--- src/design/fasr_pkg.sv ---
`timescale 1ns / 1ps
`default_nettype none

package fasr_pkg;

	// Configuration register indexes
	localparam logic [1:0] CFG_IDLE_GAP  = 2'd0;
	localparam logic [1:0] CFG_ERR_OFS   = 2'd1;
	localparam logic [1:0] CFG_STEP_MAX  = 2'd2;
	localparam logic [1:0] CFG_DELAY_MAX = 2'd3;

	// Register reset values
	localparam logic [7:0]  IDLE_GAP_RST  = 8'd15;
	localparam logic [7:0]  ERR_OFS_RST   = 8'd100;
	localparam logic [6:0]  STEP_MAX_RST  = 7'd100;
	localparam logic [14:0] DELAY_MAX_RST = 15'd20000;

	// Per-channel store reset values
	localparam logic [6:0]  STEP_RST  = 7'd10;
	localparam logic [14:0] DELAY_RST = 15'd20000;

	// Frame header length and channel number width (up to eight channels)
	localparam int unsigned HDR_LEN = 3;
	localparam int unsigned CH_NUM_W = 3;

	typedef struct packed {
		logic                hit;  // item is a channel byte, yields a result
		logic [CH_NUM_W-1:0] ch;   // zero-based channel of that byte
	} sync_t;

	typedef struct packed {
		logic [1:0]  channel;
		logic [14:0] delay_value;
		logic [6:0]  step_size;
		logic        direction_up;
	} res_t;

	function automatic logic [7:0] hdr_byte(input logic [1:0] pos);
		logic [7:0] b;
		case (pos)
			2'd0:    b = 8'h66;
			2'd1:    b = 8'h06;
			2'd2:    b = 8'h60;
			default: b = 8'h00;
		endcase
		return b;
	endfunction

endpackage

`default_nettype wire

--- src/design/fasr_frame.sv ---
`timescale 1ns / 1ps
`default_nettype none

module fasr_frame #(
	parameter int unsigned NUM_CHANNELS = 3
) (
	input  wire logic         clk,
	input  wire logic         arst_n,
	input  wire logic         go,
	input  wire logic         action,
	input  wire logic [7:0]   rx_byte,
	input  wire logic         rx_error,
	input  wire logic [7:0]   idle_gap,
	output fasr_pkg::sync_t   sync
);

	localparam int unsigned FRAME_LEN = fasr_pkg::HDR_LEN + NUM_CHANNELS;
	localparam int unsigned FP_W = $clog2(FRAME_LEN);

	logic [7:0]      idle_q;
	logic            armed_q;
	logic [FP_W-1:0] pos_q;

	logic [7:0]      idle_inc;
	logic            good_byte;
	logic            in_hdr;
	logic            hdr_ok;
	logic [FP_W-1:0] ch_full;
	logic [FP_W-1:0] pos_inc;
	logic            last_ch;

	assign idle_inc  = (idle_q == 8'hFF) ? idle_q : idle_q + 8'd1;
	assign good_byte = !action && !rx_error;
	assign in_hdr    = pos_q < FP_W'(fasr_pkg::HDR_LEN);
	assign hdr_ok    = rx_byte == fasr_pkg::hdr_byte(pos_q[1:0]);
	assign ch_full   = pos_q - FP_W'(fasr_pkg::HDR_LEN);
	assign pos_inc   = pos_q + FP_W'(1);
	assign last_ch   = pos_q == FP_W'(FRAME_LEN - 1);

	always_comb begin
		sync.hit = good_byte && armed_q && !in_hdr;
		sync.ch  = fasr_pkg::CH_NUM_W'(ch_full);
	end

	always_ff @(posedge clk or negedge arst_n) begin
		if (!arst_n) begin
			idle_q  <= '0;
			armed_q <= 1'b0;
			pos_q   <= '0;
		end else if (go) begin
			if (action) begin
				idle_q <= idle_inc;
				if (idle_inc > idle_gap) begin
					armed_q <= 1'b1;
					pos_q   <= '0;
				end
			end else if (!rx_error) begin
				idle_q <= '0;
				if (armed_q) begin
					if ((in_hdr && !hdr_ok) || (!in_hdr && last_ch)) begin
						armed_q <= 1'b0;
						pos_q   <= '0;
					end else begin
						pos_q <= pos_inc;
					end
				end
			end
		end
	end

endmodule

`default_nettype wire

--- src/design/fasr_chan.sv ---
`timescale 1ns / 1ps
`default_nettype none

module fasr_chan #(
	parameter int unsigned NUM_CHANNELS = 3
) (
	input  wire logic            clk,
	input  wire logic            arst_n,
	input  wire logic            upd,
	input  wire fasr_pkg::sync_t sync,
	input  wire logic [7:0]      rx_byte,
	input  wire logic [7:0]      err_ofs,
	input  wire logic [6:0]      step_max,
	input  wire logic [14:0]     delay_max,
	output fasr_pkg::res_t       res
);

	localparam int unsigned CH_W = (NUM_CHANNELS > 1) ? $clog2(NUM_CHANNELS) : 1;

	logic [6:0]  step_q  [NUM_CHANNELS];
	logic        dir_q   [NUM_CHANNELS];
	logic [14:0] delay_q [NUM_CHANNELS];

	logic [CH_W-1:0]    idx;
	logic [6:0]         step_cur;
	logic               dir_cur;
	logic [14:0]        delay_cur;
	logic signed [8:0]  err;
	logic               err_pos;
	logic               err_neg;
	logic [6:0]         smax;
	logic [14:0]        dmax;
	logic [7:0]         step_dbl;
	logic [6:0]         step_hlv;
	logic [6:0]         step_new;
	logic signed [16:0] prod;
	logic signed [17:0] sum;
	logic [14:0]        delay_new;
	logic               dir_new;

	assign idx       = sync.ch[CH_W-1:0];
	assign step_cur  = step_q[idx];
	assign dir_cur   = dir_q[idx];
	assign delay_cur = delay_q[idx];

	assign err     = $signed({1'b0, rx_byte}) - $signed({1'b0, err_ofs});
	assign err_neg = err[8];
	assign err_pos = !err[8] && (err != 9'sd0);
	assign smax    = (step_max == 7'd0) ? 7'd1 : step_max;
	assign dmax    = (delay_max == 15'd0) ? 15'd1 : delay_max;

	// Same sign as last move: double up to the cap; opposite sign: halve to a floor of one
	assign step_dbl = {step_cur, 1'b0};
	assign step_hlv = (step_cur[6:1] == 6'd0) ? 7'd1 : {1'b0, step_cur[6:1]};

	always_comb begin
		if ((dir_cur && err_pos) || (!dir_cur && err_neg)) begin
			step_new = (step_dbl > {1'b0, smax}) ? smax : step_dbl[6:0];
		end else if (err_pos || err_neg) begin
			step_new = step_hlv;
		end else begin
			step_new = step_cur;
		end
	end

	assign prod = $signed({1'b0, step_new}) * err;
	assign sum  = $signed({3'b000, delay_cur}) + $signed({prod[16], prod});

	always_comb begin
		if (sum < 18'sd1) begin
			delay_new = 15'd1;
		end else if (sum > $signed({3'b000, dmax})) begin
			delay_new = dmax;
		end else begin
			delay_new = sum[14:0];
		end
	end

	assign dir_new = err_pos ? 1'b1 : (err_neg ? 1'b0 : dir_cur);

	always_comb begin
		res.channel      = sync.ch[1:0] + 2'd1;
		res.delay_value  = delay_new;
		res.step_size    = step_new;
		res.direction_up = dir_new;
	end

	always_ff @(posedge clk or negedge arst_n) begin
		if (!arst_n) begin
			for (int i = 0; i < NUM_CHANNELS; i++) begin
				step_q[i]  <= fasr_pkg::STEP_RST;
				dir_q[i]   <= 1'b0;
				delay_q[i] <= fasr_pkg::DELAY_RST;
			end
		end else if (upd) begin
			step_q[idx]  <= step_new;
			dir_q[idx]   <= dir_new;
			delay_q[idx] <= delay_new;
		end
	end

endmodule

`default_nettype wire

--- src/design/framed_adaptive_step_regulator.sv ---
`timescale 1ns / 1ps
`default_nettype none

// Channel  Handshake              Payload
// -------  ---------------------  ------------------------------------------------
// in       in_valid / in_ready    action, rx_byte, rx_error
// out      out_valid / out_ready  channel, delay_value, step_size, direction_up
// cfg      cfg_valid / cfg_ready  cfg_index, cfg_data (low bits per register)
//
// One item per cycle sustained while results are taken. An accepted item lands in
// the input register and resolves there once unblocked; a channel byte shows its
// result in the cycle after it resolves. Reset clears frame sync and idle count and
// presets the registers and channel stores. Ticks and non-channel bytes never
// stall; a channel byte waits in the input register only while the result
// register holds an untaken result.

module framed_adaptive_step_regulator #(
	parameter int unsigned NUM_CHANNELS = 3
) (
	input  wire logic        clk,
	input  wire logic        arst_n,
	input  wire logic        in_valid,
	output wire logic        in_ready,
	input  wire logic        action,
	input  wire logic [7:0]  rx_byte,
	input  wire logic        rx_error,
	output wire logic        out_valid,
	input  wire logic        out_ready,
	output wire logic [1:0]  channel,
	output wire logic [14:0] delay_value,
	output wire logic [6:0]  step_size,
	output wire logic        direction_up,
	input  wire logic        cfg_valid,
	output wire logic        cfg_ready,
	input  wire logic [1:0]  cfg_index,
	input  wire logic [14:0] cfg_data
);

	// Configuration registers
	logic [7:0]  idle_gap_q;
	logic [7:0]  err_ofs_q;
	logic [6:0]  step_max_q;
	logic [14:0] delay_max_q;

	// Input register
	logic        valid_s1;
	logic        action_s1;
	logic [7:0]  rx_byte_s1;
	logic        rx_error_s1;

	// Result register
	logic            out_valid_q;
	fasr_pkg::res_t  out_q;

	fasr_pkg::sync_t sync;
	fasr_pkg::res_t  res;
	logic            out_free;
	logic            go;
	logic            take;

	// The result slot frees when empty or when its result transfers this cycle
	assign out_free = !out_valid_q || out_ready;
	// Resolve the held item unless it needs the result slot and the slot is busy
	assign go       = valid_s1 && (!sync.hit || out_free);
	assign take     = !valid_s1 || go;
	assign in_ready = take;
	assign cfg_ready = 1'b1;

	always_ff @(posedge clk or negedge arst_n) begin
		if (!arst_n) begin
			idle_gap_q  <= fasr_pkg::IDLE_GAP_RST;
			err_ofs_q   <= fasr_pkg::ERR_OFS_RST;
			step_max_q  <= fasr_pkg::STEP_MAX_RST;
			delay_max_q <= fasr_pkg::DELAY_MAX_RST;
		end else if (cfg_valid) begin
			case (cfg_index)
				fasr_pkg::CFG_IDLE_GAP:  idle_gap_q  <= cfg_data[7:0];
				fasr_pkg::CFG_ERR_OFS:   err_ofs_q   <= cfg_data[7:0];
				fasr_pkg::CFG_STEP_MAX:  step_max_q  <= cfg_data[6:0];
				fasr_pkg::CFG_DELAY_MAX: delay_max_q <= cfg_data;
				default: begin
				end
			endcase
		end
	end

	// Advance the input register whenever the held item resolves or none is held
	always_ff @(posedge clk or negedge arst_n) begin
		if (!arst_n) begin
			valid_s1 <= 1'b0;
		end else if (take) begin
			valid_s1 <= in_valid;
		end
	end

	always_ff @(posedge clk) begin
		if (take && in_valid) begin
			action_s1   <= action;
			rx_byte_s1  <= rx_byte;
			rx_error_s1 <= rx_error;
		end
	end

	fasr_frame #(
		.NUM_CHANNELS(NUM_CHANNELS)
	) u_frame (
		.clk      (clk),
		.arst_n   (arst_n),
		.go       (go),
		.action   (action_s1),
		.rx_byte  (rx_byte_s1),
		.rx_error (rx_error_s1),
		.idle_gap (idle_gap_q),
		.sync     (sync)
	);

	fasr_chan #(
		.NUM_CHANNELS(NUM_CHANNELS)
	) u_chan (
		.clk       (clk),
		.arst_n    (arst_n),
		.upd       (go && sync.hit),
		.sync      (sync),
		.rx_byte   (rx_byte_s1),
		.err_ofs   (err_ofs_q),
		.step_max  (step_max_q),
		.delay_max (delay_max_q),
		.res       (res)
	);

	// Load a fresh result, otherwise drop the old one once it transfers
	always_ff @(posedge clk or negedge arst_n) begin
		if (!arst_n) begin
			out_valid_q <= 1'b0;
		end else if (go && sync.hit) begin
			out_valid_q <= 1'b1;
		end else if (out_ready) begin
			out_valid_q <= 1'b0;
		end
	end

	always_ff @(posedge clk) begin
		if (go && sync.hit) begin
			out_q <= res;
		end
	end

	assign out_valid    = out_valid_q;
	assign channel      = out_q.channel;
	assign delay_value  = out_q.delay_value;
	assign step_size    = out_q.step_size;
	assign direction_up = out_q.direction_up;

	a_hit_loads_out: assert property (@(posedge clk) disable iff (!arst_n)
		go && sync.hit |=> out_valid_q)
		else $error("channel result not loaded");

	a_hit_in_range: assert property (@(posedge clk) disable iff (!arst_n)
		valid_s1 && sync.hit |-> sync.ch <= fasr_pkg::CH_NUM_W'(NUM_CHANNELS - 1))
		else $error("channel index beyond channel count");

	a_stall_holds: assert property (@(posedge clk) disable iff (!arst_n)
		valid_s1 && sync.hit && out_valid_q && !out_ready |-> !in_ready)
		else $error("input taken while result slot blocked");

	a_out_nonzero: assert property (@(posedge clk) disable iff (!arst_n)
		out_valid_q |-> out_q.delay_value != 15'd0 && out_q.step_size != 7'd0)
		else $error("zero delay or step in result");

endmodule

`default_nettype wire
--- config.mk ---
export PLATFORM = sky130hd
export DESIGN_NAME = framed_adaptive_step_regulator
export DESIGN_NICKNAME = d
export VERILOG_FILES = /design/src/design/fasr_pkg.sv /design/src/design/fasr_frame.sv /design/src/design/fasr_chan.sv /design/src/design/framed_adaptive_step_regulator.sv
export SDC_FILE = /design/constraint.sdc
export NUM_CORES = 1
export LEC_CHECK = 0
export BUFFER_PORTS_ARGS = -buffer_cell sky130_fd_sc_hd__buf_4
export CAP_MARGIN = 40
export CORE_UTILIZATION = 45
export CTS_CLUSTER_DIAMETER = 120
export DETAILED_ROUTE_END_ITERATION = 8
export PLACE_DENSITY = 0.69
export SLEW_MARGIN = 0
export SYNTH_ARGS = -nofsm -noshare
export SYNTH_HDL_FRONTEND = slang
export SYNTH_SLANG_ARGS = --single-unit
--- constraint.sdc ---
create_clock -name clk -period 26.1 [get_ports clk]
set_input_delay 1.305 -clock clk [delete_from_list [all_inputs] [get_ports clk]]
set_output_delay 1.305 -clock clk [all_outputs]
set_load 0.005 [all_outputs]
==> summary.txt <==
Die extent in y -> 161.3 um
Die area -> 0.02600 mm^2
CTS buffer count -> 17
GRT met3 Usage -> 0.03056
Met1 Use GR -> 0.3043
Gate Count Post-Synth -> 1,145
Clock Skews -> 0.01712 ns
Hold endpoint -> u_chan.delay_q[20]
H-tree level count -> 4
R2r worst-path depth -> 41
CTS Root Cell -> clkbuf_16
Number of synthesized flops with an enable pin -> 35
WHS -> 0.4756 ns
Leakage power -> 6.260 nW
Startpoint types -> flip-flop
Crit-path max cell delay -> 0.60 ns
# diodes -> 0
Post-synth ARST share -> 0.7756
Final wirelength -> 27,110 um
Relative slew slack -> 0.4121
Final WS setup -> 14.61 ns
Most area-hungry cell type in the Yosys netlist -> dfrtp_1
Cell variety after synth -> 79
Met2 Usage GRT -> 0.3497
Critical Setup Path Class -> flip-flop to flip-flop
Critical-path top delay cell -> dfrtp_1
Syn Nets -> 1,329
Outcome -> finished, final reports clean
Comb pwr share -> 0.340
Synth top area cells -> dfrtp_1, fa_1, edfxtp_1
IO Pins -> 60
Vias in the first global route -> 8,477
Layout cell share with drive strength beyond 1 -> 0.1750
Via count -> 8,348
Endpoints failing setup -> 0
PortBufs -> 58
Top Usage Layer GRT -> met2
Clock transition at path regs -> 0.07 ns
Ys Warns -> 0
Hold Crit Class -> flip-flop to flip-flop
Slew @ Worst Pin -> 0.8755 ns
Pre-CTS WS -> 14.94 ns
Crit share post-route -> 0.4400
DR vias/cell -> 5.456
Sequential power share -> 0.347
Ys flop type -> dfrtp_1
Mapped cell area -> 0.01141 mm^2
Total power -> 845.9 uW
Hold path start -> u_chan.delay_q[20]
Row count -> 57
Gr usage total -> 0.2192
Pin count of the biggest net entering global routing -> 69
Area grow syn2layout -> 12.15%
Max-cap violations -> 0
WHS Path Cells -> 2
Seq/Total Area, Yosys -> 0.3614
Most common cell in the netlist -> inv_1
Power Dens Cells -> 66.09 mW/mm^2
Die width -> 161.3 um
Clk buf depth -> 2
Syn_area_per_cell -> 9.967 um^2
Commonest cells in the synthesized netlist -> inv_1, nand2_1, nor2_1
Yosys top cell area share -> 0.1864
Int Power -> 525.7 uW
Fin. max-slew vios -> 0
Drt pass-1 iters -> 5
P_sw -> 320.2 uW
Initial antenna violation count -> 0
Cts hold-fix bufs -> 0
F_max -> 87.07 MHz
Clk pwr share -> 0.314
Post-CTS setup buffer count -> 0
CTS tree -> yes
DRC violation count after routing -> 0
Initial DRC Count -> 558
Final hold violations -> 0
Net Sw Frac -> 0.3786
CP endpoint kind -> flip-flop
CTS sink cnt -> 156
Cell Count, Final, Fillers Out -> 1,530
Number of routed nets with antenna violations -> 0
Tmin final -> 11.49 ns
Required @ worst endpoint -> 26.28 ns
Post-DR wirelength/cell -> 17.72 um
Placed cells -> 1,498
Critical path arrival -> 11.66 ns
Crit path max fanout -> 25
Placed Area -> 0.01218 mm^2
Post-DP HPWL -> 20,120 um
Layout Utilization -> 0.5202
Seq cells post-synth -> 156
Area of the core -> 0.02460 mm^2
Worst IR Drop VDD -> 45.26 uV
Final net count -> 1,377
Post-route cell area -> 0.01280 mm^2
Fin Setup TNS -> 0 ns
GP Congestion -> 0.9614
FF-to-FF setup slack -> 14.61 ns
Reg-to-reg startpoint -> u_frame.pos_q[0]
RSZ-0062 raised after global routing -> false
Clk Latency, worst-skew pair -> 0.43 ns
Reg2reg end -> delay_value[14]
GRT Residual Overflow -> 0
Resize count post-CTS -> 0
Starting density of the core -> 0.4638
First-pass GRT wire length -> 44,240 um
-- cell families after synthesis --
| family | Yosys count | share of synthesized area |
|---|---|---|
| flops | 156 | 0.3614 |
| other cells | 1 | 0.0003286 |
| simple gates | 313 | 0.1301 |
| buf+inv | 200 | 0.07159 |
| compound gates | 210 | 0.1182 |
| mux | 93 | 0.08891 |
| xor+xnor | 19 | 0.01524 |
| fa+ha+maj | 153 | 0.2142 |
-- power groups by stage --
stage | Sequential [mW] | Combinational (mW) | Clock (mW)
2_1_floorplan | 0.290 | 0.206 | 0
3_3_place_gp | 0.296 | 0.276 | 0
3_5_place_dp | 0.297 | 0.283 | 0
4_1_cts | 0.293 | 0.286 | 0.269
5_1_grt | 0.295 | 0.314 | 0.280
6_report | 0.293 | 0.287 | 0.265
-- state kept, by name (all words and copies together) (netlist names) --
| name | cells |
|---|---|
| valid_s1 | 1 |
| direction_up | 1 |
| delay_value | 15 |
| u_frame.armed_q | 1 |
| err_ofs_q | 8 |
| delay_max_q | 15 |
| u_chan.step_q | 21 |
| u_frame.pos_q | 3 |
| out_valid | 1 |
| u_chan.dir_q | 3 |
| rx_byte_s1 | 8 |
| rx_error_s1 | 1 |
| idle_gap_q | 8 |
| step_max_q | 7 |
| step_size | 7 |
| channel | 2 |
| action_s1 | 1 |
| u_chan.delay_q | 45 |
| u_frame.idle_q | 8 |
-- worst max-delay path by stage --
stage | endpoint | cells after the start | startpoint | slack (ns)
after detailed placement | delay_value[14] | 41 | u_frame.pos_q[0] | 14.94
after global routing | delay_value[14] | 43 | u_frame.pos_q[0] | 13.95
after floorplan | delay_value[12] | 43 | u_frame.pos_q[0] | 16.14
final | delay_value[14] | 41 | u_frame.pos_q[0] | 14.61
after global placement | delay_value[14] | 41 | u_frame.pos_q[0] | 15.04
after CTS | delay_value[14] | 44 | u_frame.pos_q[0] | 14.80
-- final cells by class --
| class | instances | area, um^2 |
|---|---|---|
| tap | 324 | 405.4 |
| multi-input combinational | 789 | 6490 |
| clock buffer | 19 | 464.2 |
| fill | 2201 | 11810 |
| timing repair buffer | 71 | 566.8 |
| inverter | 158 | 593.1 |
| clock inverter | 13 | 155.1 |
| sequential | 156 | 4124 |
-- routing by layer --
layer / up-vias / share of wire
met4: 0 / 0.027
met5: - / 0
li1: 3954 / -
met3: 48 / 0.043
met2: 239 / 0.47
met1: 4107 / 0.46
-- cells in the final DEF, fill, tap and decap left out, drive strengths merged, types with 5 or more instances in the layout --
cell and instances:
o21a 11, a21oi 53, and2 7, nand2b 17, dfstp 36, nor3 10
mux2i 45, and3 6, buf 71, nor4 6, inv 168, a21o 11
edfxtp 35, fa 71, dfrtp 85, ha 81, or2 10, o21ai 84
nand4 5, clkbuf 19, xor2 6, xnor2 13, a31oi 5, o31ai 5
o211ai 5, nand3 19, nor2b 11, a32o 7, nand2 100, mux2 48
nor2 98, nand3b 5, or3 7
-- critical path: cells and delay by family (launching register included) --
family | cells | cell delay [ns]
buffers and inverters | 9 | 1.65
AOI/OAI and AO/OA | 11 | 2.19
DFF | 1 | 0.60
muxes | 2 | 0.50
and+or+nand+nor | 11 | 3.06
adders and majority gates | 8 | 3.19
Note: power is estimated with default switching activity, not from simulation.
